===== config.mk =====
export PLATFORM = sky130hd
export DESIGN_NAME = ordered_list_engine
export DESIGN_NICKNAME = d
export VERILOG_FILES = /design/src/ole_pkg.sv /design/src/ole_front.sv /design/src/ole_back.sv /design/src/ordered_list_engine.sv
export SDC_FILE = /design/constraint.sdc
export NUM_CORES = 1
export LEC_CHECK = 0
export BUFFER_PORTS_ARGS = -buffer_cell sky130_fd_sc_hd__buf_2
export CORE_MARGIN = 3
export CORE_UTILIZATION = 35
export CTS_CLUSTER_DIAMETER = 40
export DETAILED_ROUTE_END_ITERATION = 10
export PLACE_DENSITY = 0.61
export SLEW_MARGIN = 15
export SYNTH_ARGS = -nofsm -noshare
export SYNTH_HDL_FRONTEND = slang
export SYNTH_SLANG_ARGS = --single-unit

===== constraint.sdc =====
create_clock -name clock -period 6.7 [get_ports clock]
set_input_delay 0.335 -clock clock [delete_from_list [all_inputs] [get_ports clock]]
set_output_delay 0.335 -clock clock [all_outputs]
set_load 0.02 [all_outputs]

===== src/ole_pkg.sv =====
`timescale 1ns / 1ps
// ole_pkg: shared types, codes and ring addressing for the ordered list engine
// no dependencies

package ole_pkg;

   localparam int DEPTH       = 16;
   localparam int ADDR_W      = $clog2(DEPTH);
   localparam int CNT_W       = 5;
   localparam int QUEUE_DEPTH = 2;
   localparam int QADDR_W     = $clog2(QUEUE_DEPTH);
   localparam int QCNT_W      = $clog2(QUEUE_DEPTH + 1);

   localparam logic [ADDR_W:0]  DEPTH_V = (ADDR_W + 1)'(DEPTH);
   localparam logic [CNT_W-1:0] DEPTH_C = CNT_W'(DEPTH);

   localparam logic [2:0] CMD_PUSH_BACK  = 3'd0;
   localparam logic [2:0] CMD_PUSH_FRONT = 3'd1;
   localparam logic [2:0] CMD_REMOVE     = 3'd2;
   localparam logic [2:0] CMD_DUMP       = 3'd3;
   localparam logic [2:0] CMD_INSERT     = 3'd4;
   localparam logic [2:0] CMD_REVERSE    = 3'd5;
   localparam logic [2:0] CMD_CLEAR      = 3'd6;

   localparam logic [1:0] ST_OK     = 2'd0;
   localparam logic [1:0] ST_BADPOS = 2'd1;
   localparam logic [1:0] ST_FULL   = 2'd2;

   typedef enum logic [2:0] {
      OP_PUSH_BACK,
      OP_PUSH_FRONT,
      OP_REMOVE,
      OP_DUMP,
      OP_INSERT,
      OP_REVERSE,
      OP_CLEAR,
      OP_NOP
   } op_type;

   typedef enum logic [2:0] {
      S_IDLE,
      S_DUMP,
      S_DRAIN,
      S_SHIFT_RD,
      S_SHIFT_WR,
      S_PLACE
   } state_type;

   typedef struct packed {
      logic [2:0]         command;
      logic signed [31:0] value;
      logic [4:0]         position;
   } req_type;

   typedef struct packed {
      logic signed [31:0] item_value;
      logic               has_value;
      logic               last;
      logic [1:0]         status;
      logic [4:0]         length;
   } rsp_type;

   typedef struct packed {
      op_type             op;
      logic signed [31:0] value;
      logic [4:0]         position;
   } job_type;

   // physical slot at a logical offset from head, walking forward or backward
   function automatic logic [ADDR_W-1:0] ring_step(logic [ADDR_W-1:0] head, logic rev,
                                                   logic [ADDR_W:0] off);
      logic [ADDR_W:0] h;
      logic [ADDR_W:0] s;
      h = {1'b0, head};
      if (!rev) begin
         s = h + off;
         if (s >= DEPTH_V) s = s - DEPTH_V;
      end else begin
         if (h >= off) s = h - off;
         else s = h + DEPTH_V - off;
      end
      return s[ADDR_W-1:0];
   endfunction

endpackage


===== src/ole_front.sv =====
`timescale 1ns / 1ps
// ole_front: takes commands, decodes them and queues them for the back end
// depends on ole_pkg

module ole_front (
   input  logic             clock,
   input  logic             reset,
   input  logic             start,
   output logic             busy,
   input  ole_pkg::req_type req_data,
   output logic             job_valid,
   input  logic             job_ready,
   output ole_pkg::job_type job
);
   import ole_pkg::*;

   job_type            q_ff [QUEUE_DEPTH];
   logic [QADDR_W-1:0] wr_ptr_ff, wr_ptr_in;
   logic [QADDR_W-1:0] rd_ptr_ff, rd_ptr_in;
   logic [QCNT_W-1:0]  fill_ff, fill_in;
   logic               push, pop;
   job_type            decoded;

   always_comb begin
      decoded.value    = req_data.value;
      decoded.position = req_data.position;
      unique case (req_data.command)
         CMD_PUSH_BACK:  decoded.op = OP_PUSH_BACK;
         CMD_PUSH_FRONT: decoded.op = OP_PUSH_FRONT;
         CMD_REMOVE:     decoded.op = OP_REMOVE;
         CMD_DUMP:       decoded.op = OP_DUMP;
         CMD_INSERT:     decoded.op = OP_INSERT;
         CMD_REVERSE:    decoded.op = OP_REVERSE;
         CMD_CLEAR:      decoded.op = OP_CLEAR;
         default:        decoded.op = OP_NOP;
      endcase
   end

   assign busy      = (fill_ff == QCNT_W'(QUEUE_DEPTH));
   assign push      = start && !busy;
   assign job_valid = (fill_ff != '0);
   assign pop       = job_valid && job_ready;
   assign job       = q_ff[rd_ptr_ff];

   always_comb begin
      wr_ptr_in = wr_ptr_ff;
      rd_ptr_in = rd_ptr_ff;
      fill_in   = fill_ff;
      if (push) begin
         if (wr_ptr_ff == QADDR_W'(QUEUE_DEPTH - 1)) wr_ptr_in = '0;
         else wr_ptr_in = wr_ptr_ff + 1'b1;
      end
      if (pop) begin
         if (rd_ptr_ff == QADDR_W'(QUEUE_DEPTH - 1)) rd_ptr_in = '0;
         else rd_ptr_in = rd_ptr_ff + 1'b1;
      end
      if (push && !pop) fill_in = fill_ff + 1'b1;
      else if (pop && !push) fill_in = fill_ff - 1'b1;
   end

   always_ff @(posedge clock) begin
      if (reset) begin
         wr_ptr_ff <= '0;
         rd_ptr_ff <= '0;
         fill_ff   <= '0;
      end else begin
         wr_ptr_ff <= wr_ptr_in;
         rd_ptr_ff <= rd_ptr_in;
         fill_ff   <= fill_in;
      end
   end

   always_ff @(posedge clock) begin
      if (push) q_ff[wr_ptr_ff] <= decoded;
   end

endmodule


===== src/ole_back.sv =====
`timescale 1ns / 1ps
// ole_back: carries out queued commands on a ring-addressed entry memory
// depends on ole_pkg

module ole_back (
   input  logic             clock,
   input  logic             reset,
   input  logic             job_valid,
   output logic             job_ready,
   input  ole_pkg::job_type job,
   output logic             rsp_valid,
   output ole_pkg::rsp_type rsp_data
);
   import ole_pkg::*;

   logic signed [31:0] mem [DEPTH];
   logic signed [31:0] rdata_ff;
   logic               mem_we;
   logic [ADDR_W-1:0]  mem_waddr, mem_raddr;
   logic signed [31:0] mem_wdata;

   state_type          state_ff, state_in;
   logic [ADDR_W-1:0]  head_ff, head_in;
   logic               rev_ff, rev_in;
   logic [CNT_W-1:0]   count_ff, count_in;
   logic [CNT_W-1:0]   idx_ff, idx_in;
   job_type            job_ff, job_in;
   logic               pend_valid_ff, pend_valid_in;
   logic               pend_last_ff, pend_last_in;
   rsp_type            rsp_ff, rsp_in;
   logic               rsp_valid_ff, rsp_valid_in;
   logic [1:0]         status;
   logic [CNT_W-1:0]   idx_dec;

   assign idx_dec = idx_ff - 1'b1;

   always_comb begin
      state_in      = state_ff;
      head_in       = head_ff;
      rev_in        = rev_ff;
      count_in      = count_ff;
      idx_in        = idx_ff;
      job_in        = job_ff;
      job_ready     = 1'b0;
      mem_we        = 1'b0;
      mem_waddr     = head_ff;
      mem_wdata     = job.value;
      mem_raddr     = ring_step(head_ff, rev_ff, (ADDR_W + 1)'(idx_ff));
      pend_valid_in = 1'b0;
      pend_last_in  = 1'b0;
      status        = ST_OK;
      rsp_valid_in  = 1'b0;
      rsp_in        = '0;

      // entry read in the previous cycle goes out now
      if (pend_valid_ff) begin
         rsp_valid_in       = 1'b1;
         rsp_in.item_value  = rdata_ff;
         rsp_in.has_value   = 1'b1;
         rsp_in.last        = pend_last_ff;
         rsp_in.status      = ST_OK;
         rsp_in.length      = count_ff;
      end

      unique case (state_ff)
         S_IDLE: begin
            job_ready = 1'b1;
            if (job_valid) begin
               rsp_valid_in = 1'b1;
               case (job.op)
                  OP_PUSH_BACK: begin
                     if (count_ff == DEPTH_C) begin
                        status = ST_FULL;
                     end else begin
                        mem_we    = 1'b1;
                        mem_waddr = ring_step(head_ff, rev_ff, (ADDR_W + 1)'(count_ff));
                        count_in  = count_ff + 1'b1;
                     end
                  end
                  OP_PUSH_FRONT: begin
                     if (count_ff == DEPTH_C) begin
                        status = ST_FULL;
                     end else begin
                        mem_we    = 1'b1;
                        mem_waddr = ring_step(head_ff, !rev_ff, (ADDR_W + 1)'(1));
                        head_in   = mem_waddr;
                        count_in  = count_ff + 1'b1;
                     end
                  end
                  OP_REMOVE: begin
                     if (count_ff != '0) begin
                        head_in  = ring_step(head_ff, rev_ff, (ADDR_W + 1)'(1));
                        count_in = count_ff - 1'b1;
                     end
                  end
                  OP_DUMP: begin
                     if (count_ff != '0) begin
                        rsp_valid_in = 1'b0;
                        idx_in       = '0;
                        state_in     = S_DUMP;
                     end
                  end
                  OP_INSERT: begin
                     if (job.position > count_ff) begin
                        status = ST_BADPOS;
                     end else if (count_ff == DEPTH_C) begin
                        status = ST_FULL;
                     end else if (job.position == count_ff) begin
                        mem_we    = 1'b1;
                        mem_waddr = ring_step(head_ff, rev_ff, (ADDR_W + 1)'(count_ff));
                        count_in  = count_ff + 1'b1;
                     end else begin
                        rsp_valid_in = 1'b0;
                        job_in       = job;
                        idx_in       = count_ff;
                        state_in     = S_SHIFT_RD;
                     end
                  end
                  OP_REVERSE: begin
                     if (count_ff > CNT_W'(1)) begin
                        head_in = ring_step(head_ff, rev_ff, (ADDR_W + 1)'(count_ff - 1'b1));
                        rev_in  = !rev_ff;
                     end
                  end
                  OP_CLEAR: count_in = '0;
                  default: ;
               endcase
               rsp_in.item_value = '0;
               rsp_in.has_value  = 1'b0;
               rsp_in.last       = 1'b1;
               rsp_in.status     = status;
               rsp_in.length     = count_in;
            end
         end
         S_DUMP: begin
            pend_valid_in = 1'b1;
            pend_last_in  = (idx_ff + 1'b1 == count_ff);
            idx_in        = idx_ff + 1'b1;
            if (pend_last_in) state_in = S_DRAIN;
         end
         S_DRAIN: begin
            idx_in   = '0;
            state_in = S_IDLE;
         end
         S_SHIFT_RD: begin
            mem_raddr = ring_step(head_ff, rev_ff, (ADDR_W + 1)'(idx_dec));
            state_in  = S_SHIFT_WR;
         end
         S_SHIFT_WR: begin
            mem_we    = 1'b1;
            mem_waddr = ring_step(head_ff, rev_ff, (ADDR_W + 1)'(idx_ff));
            mem_wdata = rdata_ff;
            idx_in    = idx_dec;
            if (idx_dec == job_ff.position) state_in = S_PLACE;
            else state_in = S_SHIFT_RD;
         end
         S_PLACE: begin
            mem_we            = 1'b1;
            mem_waddr         = ring_step(head_ff, rev_ff, (ADDR_W + 1)'(job_ff.position));
            mem_wdata         = job_ff.value;
            count_in          = count_ff + 1'b1;
            idx_in            = '0;
            rsp_valid_in      = 1'b1;
            rsp_in.item_value = '0;
            rsp_in.has_value  = 1'b0;
            rsp_in.last       = 1'b1;
            rsp_in.status     = ST_OK;
            rsp_in.length     = count_in;
            state_in          = S_IDLE;
         end
         default: state_in = S_IDLE;
      endcase
   end

   always_ff @(posedge clock) begin
      if (reset) begin
         state_ff      <= S_IDLE;
         head_ff       <= '0;
         rev_ff        <= 1'b0;
         count_ff      <= '0;
         idx_ff        <= '0;
         pend_valid_ff <= 1'b0;
         pend_last_ff  <= 1'b0;
         rsp_valid_ff  <= 1'b0;
      end else begin
         state_ff      <= state_in;
         head_ff       <= head_in;
         rev_ff        <= rev_in;
         count_ff      <= count_in;
         idx_ff        <= idx_in;
         pend_valid_ff <= pend_valid_in;
         pend_last_ff  <= pend_last_in;
         rsp_valid_ff  <= rsp_valid_in;
      end
   end

   always_ff @(posedge clock) begin
      job_ff <= job_in;
      rsp_ff <= rsp_in;
   end

   always_ff @(posedge clock) begin
      if (mem_we) mem[mem_waddr] <= mem_wdata;
      rdata_ff <= mem[mem_raddr];
   end

   assign rsp_valid = rsp_valid_ff;
   assign rsp_data  = rsp_ff;

endmodule


===== src/ordered_list_engine.sv =====
`timescale 1ns / 1ps
// ordered_list_engine: top level of the bounded ordered list
// depends on ole_pkg, ole_front, ole_back
//
// usage:
//   a command transaction is taken at a clock edge with start high and busy low;
//   req_data carries command, value and position. busy is high while the
//   two-entry command queue is full.
//   results leave on rsp_data, each one for a single cycle with rsp_valid high;
//   the receiver cannot hold them off, so it must take every one.
// command handling:
//   with an idle back end, a status result is registered in the back end once
//   its command leaves the queue. a dump enters the dump state, reads one entry
//   per cycle through the read and result registers, and ends in a drain state.
//   an insert in the middle moves each entry up with a read state and a write
//   state, then places the value. all other commands finish in the idle state:
//   remove and reverse only move the ring head, pushes write one entry.
// reset:
//   synchronous reset empties the list and the queue; entry data is kept.

module ordered_list_engine (
   input  logic             clock,
   input  logic             reset,
   input  logic             start,
   output logic             busy,
   input  ole_pkg::req_type req_data,
   output logic             rsp_valid,
   output ole_pkg::rsp_type rsp_data
);
   import ole_pkg::*;

   logic    job_valid;
   logic    job_ready;
   job_type job;

   ole_front u_front (
      .clock     (clock),
      .reset     (reset),
      .start     (start),
      .busy      (busy),
      .req_data  (req_data),
      .job_valid (job_valid),
      .job_ready (job_ready),
      .job       (job)
   );

   ole_back u_back (
      .clock     (clock),
      .reset     (reset),
      .job_valid (job_valid),
      .job_ready (job_ready),
      .job       (job),
      .rsp_valid (rsp_valid),
      .rsp_data  (rsp_data)
   );

endmodule

==> flow_summary_export.csv, run 1 <==
group,metric,value,unit
status,status,"finished, final reports clean",
global_route,first_global_vias,16200,
drt,drtAntennaViolNets,0,
sta,setup_viol,0,
global_route,grt_pass1_wl,105,mm
final_layout,final_layout_size_suffix_gt1_frac,0.274,
worst_setup_path,cp.arrival,5.66,ns
sta,fin_crit_sh,0.791,
sta,finClkSkew,0.0394,ns
sta,slew-limit-headroom,0.223,
cts,clk_pin_slew_worst_paths,0.05,ns
worst_setup_path,path_max_fanout,22,
worst_setup_path,worstRegToRegCells,13,
global_route,met3_usage,0.0318,
worst_setup_path,critPathLaunchType,"flip-flop",
cts,cts_buffer_depth,3,
drt,vias_per_cell,5.08,
worst_setup_path,startpoint,"u_back.count_ff[0]",
drt,drc,0,
sta,hold_viol,0,
worst_setup_path,required,7.06,ns
worst_hold_path,hold_depth,4,
floorplanning,io_pins,86,
sta,min_period,5.30,ns
synthesis,ys_warn_count,0,
synthesis,syn_area,29600,um^2
worst_setup_path,path_class,"reg2reg",
worst_setup_path,critPathSlowestCell,"o31ai_2",
worst_setup_path,cpPeakStageDelay,0.79,ns
global_route,use_met2,0.256,
placement,hpwl,42.2,mm
drt,routed_wl,69.3,mm
synthesis,syn_area_per_cell,17.5,um^2
global_route,antenna_found_initial,0,
synthesis,ys_types,76,
sta,max_freq,0.189,GHz
floorplanning,die_w,297,um
global_route,grt_use_met1,0.214,
cts,root_buffer,"clkbuf_16",
worst_hold_path,hold_class,"in2reg",
global_route,grt.total_usage,0.157,
power_and_ir_drop,vdd_drop_max,0.479,mV
floorplanning,initial_utilization,0.357,
global_route,overflow,0,
power_and_ir_drop,powerDensity,489,nW/um^2
cts,cts.sinks,728,
cts,cts_setup_buffers,0,
synthesis,synthTopCellsByArea,"edfxtp_1 (64%), mux4_2 (9.7%), dfxtp_1 (6.7%), mux2i_1 (4.6%), mux2_2 (1.6%)",
floorplanning,die_area,88000,um^2
worst_setup_path,cp_cell_sequence,"inv_1, ha_1, mux2_2, inv_1, ha_1, nor2b_1, o21a_1, o211ai_1, a31oi_1, o31ai_2, nand3_1, nor2_4, buf_4",
cts,tritoncts.num_buffers,100,
global_route,busiest_layer,"met2",
drt,first_pass_iters,6,
drt,drt_iter0_markers,1146,
floorplanning,die_h,297,um
worst_setup_path,r2r_slack,1.40,ns
final_layout,diodes,0,
synthesis,synth_seq_cells,728,
drt,via_count,15600,
synthesis,ys_async_sr_fraction,0,
worst_setup_path,r2r_start,"u_back.count_ff[0]",
synthesis,synth_edf_count,629,
worst_setup_path,rr_endpoint,"u_back.mem[5][20]",
cts,cts_tree,"done",
final_layout,n_fill_cell,7283,
drt,wl_per_cell,22.6,um
final_layout,fin_util,0.430,
sta,drv_slew,0,
floorplanning,fp.coreArea,82900,um^2
synthesis,ys.flop_type,"edfxtp_1",
synthesis,synth_top_area_frac,0.638,
synthesis,syn_nets,1764,
placement,port_buffers,85,
final_layout,nets,1938,
floorplanning,rows,105,
cts,htreeDepth,3,
worst_setup_path,crit_path_end,"u_back.mem[5][20]",
synthesis,synthCells,1686,
sta,finalSetupTns,0,ns
global_route,grt_max_degree,129,
placement,place_congestion,0.908,
sta,worst_pin_slew,1.17,ns
synthesis,yosysTopAreaCell,"edfxtp_1",
synthesis,yosysSeqAreaShare,0.705,
final_layout,synthToLayoutAreaGrowth,20.4,%
worst_setup_path,crit_path_end_kind,"flip-flop",
flow_run,cap_violations,0,
power_and_ir_drop,p_leak,12.0,nW
cts,clock_latency,0.67,ns
sta,rsz0062_at_grt,"false",
-- repair_timing --
action | in CTS | in global routing
hold buffers | 40 | 0
endpoints found under the hold margin | 80 | 0
endpoints found under the setup margin | 0 | 0
gates resized for setup | 0 | 0
-- metal layers --
metal | share of wire | up-vias
li1 | - | 7035
met1 | 0.44 | 8081
met2 | 0.49 | 372
met3 | 0.049 | 104
met4 | 0.021 | 0
met5 | 0 | -
-- worst max-delay path: cells and delay by family (launching register included) --
kind | cells | cell delay (ns)
DFF | 1 | 0.71
adders and majority gates | 2 | 0.64
muxes | 1 | 0.33
buffers and inverters | 3 | 0.60
AOI/OAI and AO/OA | 4 | 1.36
and+or+nand+nor | 3 | 1.38
-- logic make-up (layout without fill, tap and decap cells) --
kind of cell	after synthesis	in the layout	share of synthesized area
AOI/OAI and AO/OA	195	195	0.0413
xor gates and xnor gates	53	53	0.0157
adders and majority gates	35	35	0.0161
buffers and inverters	118	378	0.0192
DFF	728	728	0.705
muxes	307	307	0.160
and+or+nand+nor	250	250	0.0424
-- per-stage QoR --
step	std cells	hold slack (ns)	instance area [um^2]	total power, mW	setup WS (ns)
after global placement	2841	0.444	31500	11.9	1.47
after detailed placement	2841	0.443	31500	11.9	1.38
after global routing	3069	0.154	35600	18.3	1.07
after floorplan	1686	0.404	29600	10.2	0.555
after CTS	3069	0.0832	35500	17.6	1.39
final	3069	0.135	35600	17.4	1.40
-- flip-flops by register name, summed over array words and instances (netlist names), 2 cells and up, named ones only --
name	flops
u_back.mem	512
u_front.fill_ff	2
u_back.head_ff	4
u_back.state_ff	3
u_back.rsp_data	41
u_back.idx_ff	5
u_back.count_ff	5
u_back.job_ff	37
u_front.q_ff	80
u_back.rdata_ff	32
-- final cells by class --
| class | instances | area, um^2 | area share |
|---|---|---|---|
| Sequential cell | 728 | 20900 | 0.586 |
| Tap cell | 1123 | 1410 | 0.0394 |
| Multi-Input combinational cell | 840 | 8450 | 0.237 |
| Inverter | 27 | 101 | 0.00285 |
| Timing Repair Buffer | 163 | 1150 | 0.0322 |
| Clock buffer | 110 | 2570 | 0.0722 |
| Clock inverter | 78 | 1070 | 0.0300 |
-- synth_stat cells (13+ instances only) --
| master | n |
|---|---|
| nor2_1 | 84 |
| buf_2 | 37 |
| mux4_2 | 128 |
| xnor2_1 | 34 |
| nor3_1 | 14 |
| xor2_1 | 19 |
| nand3_1 | 20 |
| buf_4 | 13 |
| dfxtp_1 | 99 |
| edfxtp_1 | 629 |
| ha_1 | 30 |
| clkbuf_1 | 29 |
| a21oi_1 | 75 |
| nand2_1 | 44 |
| and2_1 | 37 |
| mux2_2 | 42 |
| o21ai_0 | 29 |
| inv_1 | 25 |
| mux2i_1 | 137 |
-- cells in the final DEF (no fill, tap or decap), types with 40 or more instances in the layout --
cell type / count
mux4_2: 128
nand2_1: 44
mux2_2: 42
edfxtp_1: 629
nor2_1: 70
a21oi_1: 49
clkbuf_16: 101
mux2i_1: 136
dfxtp_1: 97
dlygate4sd3_1: 40
buf_2: 85
-- worst min path at each step --
stage | from | to | slack [ns]
finish | start | u_front.wr_ptr_ff | 0.13
global route | start | u_front.wr_ptr_ff | 0.15
CTS | start | u_front.wr_ptr_ff | 0.08
detailed placement | u_back.rdata_ff[10] | u_back.rsp_data[19] | 0.44
global placement | u_back.rdata_ff[6] | u_back.rsp_data[15] | 0.44
floorplan | u_back.pend_last_ff | u_back.rsp_data[7] | 0.40
-- where the power goes --
part           internal (mW)  switching, mW  total (mW)
combinational           2.54           3.44        5.98
clock                   3.47           2.13        5.60
sequential              5.63          0.208        5.84
Note: power is estimated with default switching activity, not from simulation.
==> run 2: changes to the inputs <==
==> constraint.sdc (replaced) <==
create_clock -name clock -period 5.1 [get_ports clock]
set_input_delay 0.255 -clock clock [delete_from_list [all_inputs] [get_ports clock]]
set_output_delay 0.255 -clock clock [all_outputs]
set_load 0.02 [all_outputs]
==> flow_summary_export.csv, run 2 (synthesis results as in run 1) <==
group,metric,value,unit
cts,htreeDepth,3,
cts,cts_buffer_depth,3,
sta,min_period,4.72,ns
sta,max_freq,0.212,GHz
global_route,overflow,0,
cts,root_buffer,"clkbuf_16",
cts,cts_resized,0,
final_layout,fin_area,35700,um^2
drt,drt_iter0_markers,1193,
final_layout,synthToLayoutAreaGrowth,20.6,%
sta,slew-limit-headroom,0.237,
placement,place_congestion,0.865,
power_and_ir_drop,vdd_drop_max,0.646,mV
final_layout,final_common_cell,"edfxtp_1",
final_layout,nets,1964,
placement,dpl-instance-area,31800,um^2
floorplanning,die_area,88000,um^2
sta,drv_slew,0,
final_layout,final_layout_size_suffix_gt1_frac,0.280,
power_and_ir_drop,p_leak,12.0,nW
sta,rsz0062_at_grt,"false",
global_route,grt_pass1_wl,106,mm
final_layout,fin_cells,3096,
global_route,grt_max_degree,65,
floorplanning,io_pins,86,
final_layout,largest_register_ff_count,512,
sta,fin_crit_sh,0.925,
cts,cts_hold_buf,40,
drt,wl_per_cell,22.5,um
cts,cts.sinks,728,
power_and_ir_drop,power.total,22.6,mW
global_route,grt.total_usage,0.158,
worst_setup_path,path_class,"reg2reg",
final_layout,fin_util,0.430,
final_layout,final_cell_mix,"edfxtp_1 (629), mux2i_1 (136), mux4_2 (128)",
worst_setup_path,required,5.44,ns
floorplanning,fp.coreArea,82900,um^2
status,status,"finished, final reports clean",
worst_setup_path,critPathLaunchType,"flip-flop",
worst_setup_path,cp.arrival,5.06,ns
sta,finClkSkew,0.0251,ns
worst_setup_path,path_max_fanout,17,
floorplanning,rows,105,
drt,routed_wl,69.6,mm
floorplanning,die_w,297,um
floorplanning,initial_utilization,0.357,
placement,hpwl,42.3,mm
drt,first_pass_iters,5,
drt,via_count,15700,
drt,vias_per_cell,5.08,
flow_run,cap_violations,0,
sta,worst_pin_slew,1.15,ns
power_and_ir_drop,powerDensity,632,nW/um^2
drt,drc,0,
global_route,antenna_found_initial,0,
final_layout,diodes,0,
global_route,first_global_vias,16600,
cts,cts_tree,"done",
placement,port_buffers,85,
sta,setup_viol,0,
sta,fin_hold_ws,0.0852,ns
cts,clock_latency,0.65,ns
floorplanning,die_h,297,um
placement,placed_cells,2865,
cts,cts_setup_buffers,0,
drt,drtAntennaViolNets,0,
sta,hold_viol,0,
cts,clk_pin_slew_worst_paths,0.06,ns
final_layout,top_register,"u_back.mem",
worst_setup_path,crit_path_end_kind,"flip-flop",
final_layout,n_fill_cell,7266,
cts,tritoncts.num_buffers,101,
worst_hold_path,hold_class,"in2reg",
-- run 2: changes by cell type in the layout (fill, tap and decap cells not counted), sizes merged --
cell,delta
clkbuf,+4
bufinv,-7
clkinvlp,+10
clkinv,+2
buf,+25
inv,-7
-- run 2: final timing paths --
kind / startpoint / to / slack [ns] / cells past startpoint
min reg2reg: u_back.pend_last_ff / u_back.rsp_data[7] / 0.43 / 2
min: start / u_front.wr_ptr_ff / 0.09 / 4
max: u_back.count_ff[1] / u_back.mem[4][22] / 0.38 / 14
max reg2reg: u_back.count_ff[1] / u_back.mem[4][22] / 0.38 / 14
-- run 2: final cells by class --
| type | instances | area, um^2 | area share |
|---|---|---|---|
| Timing Repair Buffer | 188 | 1440 | 0.0403 |
| Clock buffer | 114 | 2600 | 0.0728 |
| Sequential cell | 728 | 20900 | 0.585 |
| Clock inverter | 76 | 830 | 0.0233 |
| Inverter | 27 | 101 | 0.00284 |
| Tap cell | 1123 | 1410 | 0.0394 |
| Multi-Input combinational cell | 840 | 8430 | 0.236 |
-- run 2: worst max-delay path, cell delays in order (launching register included) --
cell      delay [ns]
dfxtp_1         0.49
inv_1           0.16
ha_1            0.38
mux2_2          0.32
inv_1           0.07
ha_1            0.22
nor2b_1         0.13
o21a_1          0.18
o211ai_1        0.26
a31oi_1         0.18
o31ai_2         0.81
nand3_1         0.17
buf_4           0.22
nor2_4          0.59
buf_12          0.26
-- run 2: report_power, final --
part | internal (mW) | switching (mW)
clock | 4.20 | 2.71
sequential | 7.39 | 0.215
combinational | 3.42 | 4.60
total | 15.0 | 7.53
-- run 2: metal layers --
metal / vias up / track usage / part of all wire
li1: 7074 / - / -
met3: 118 / 0.0342 / 0.056
met1: 8113 / 0.211 / 0.43
met5: - / 0 / 0
met2: 433 / 0.257 / 0.49
met4: 0 / 0.0514 / 0.027
-- run 2: through the flow --
stage	setup slack, ns	setup TNS, ns
finish	0.385	0
global placement	0.400	0
floorplan	-0.00957	-1.22
detailed placement	0.388	0
global route	0.113	0
CTS	0.351	0
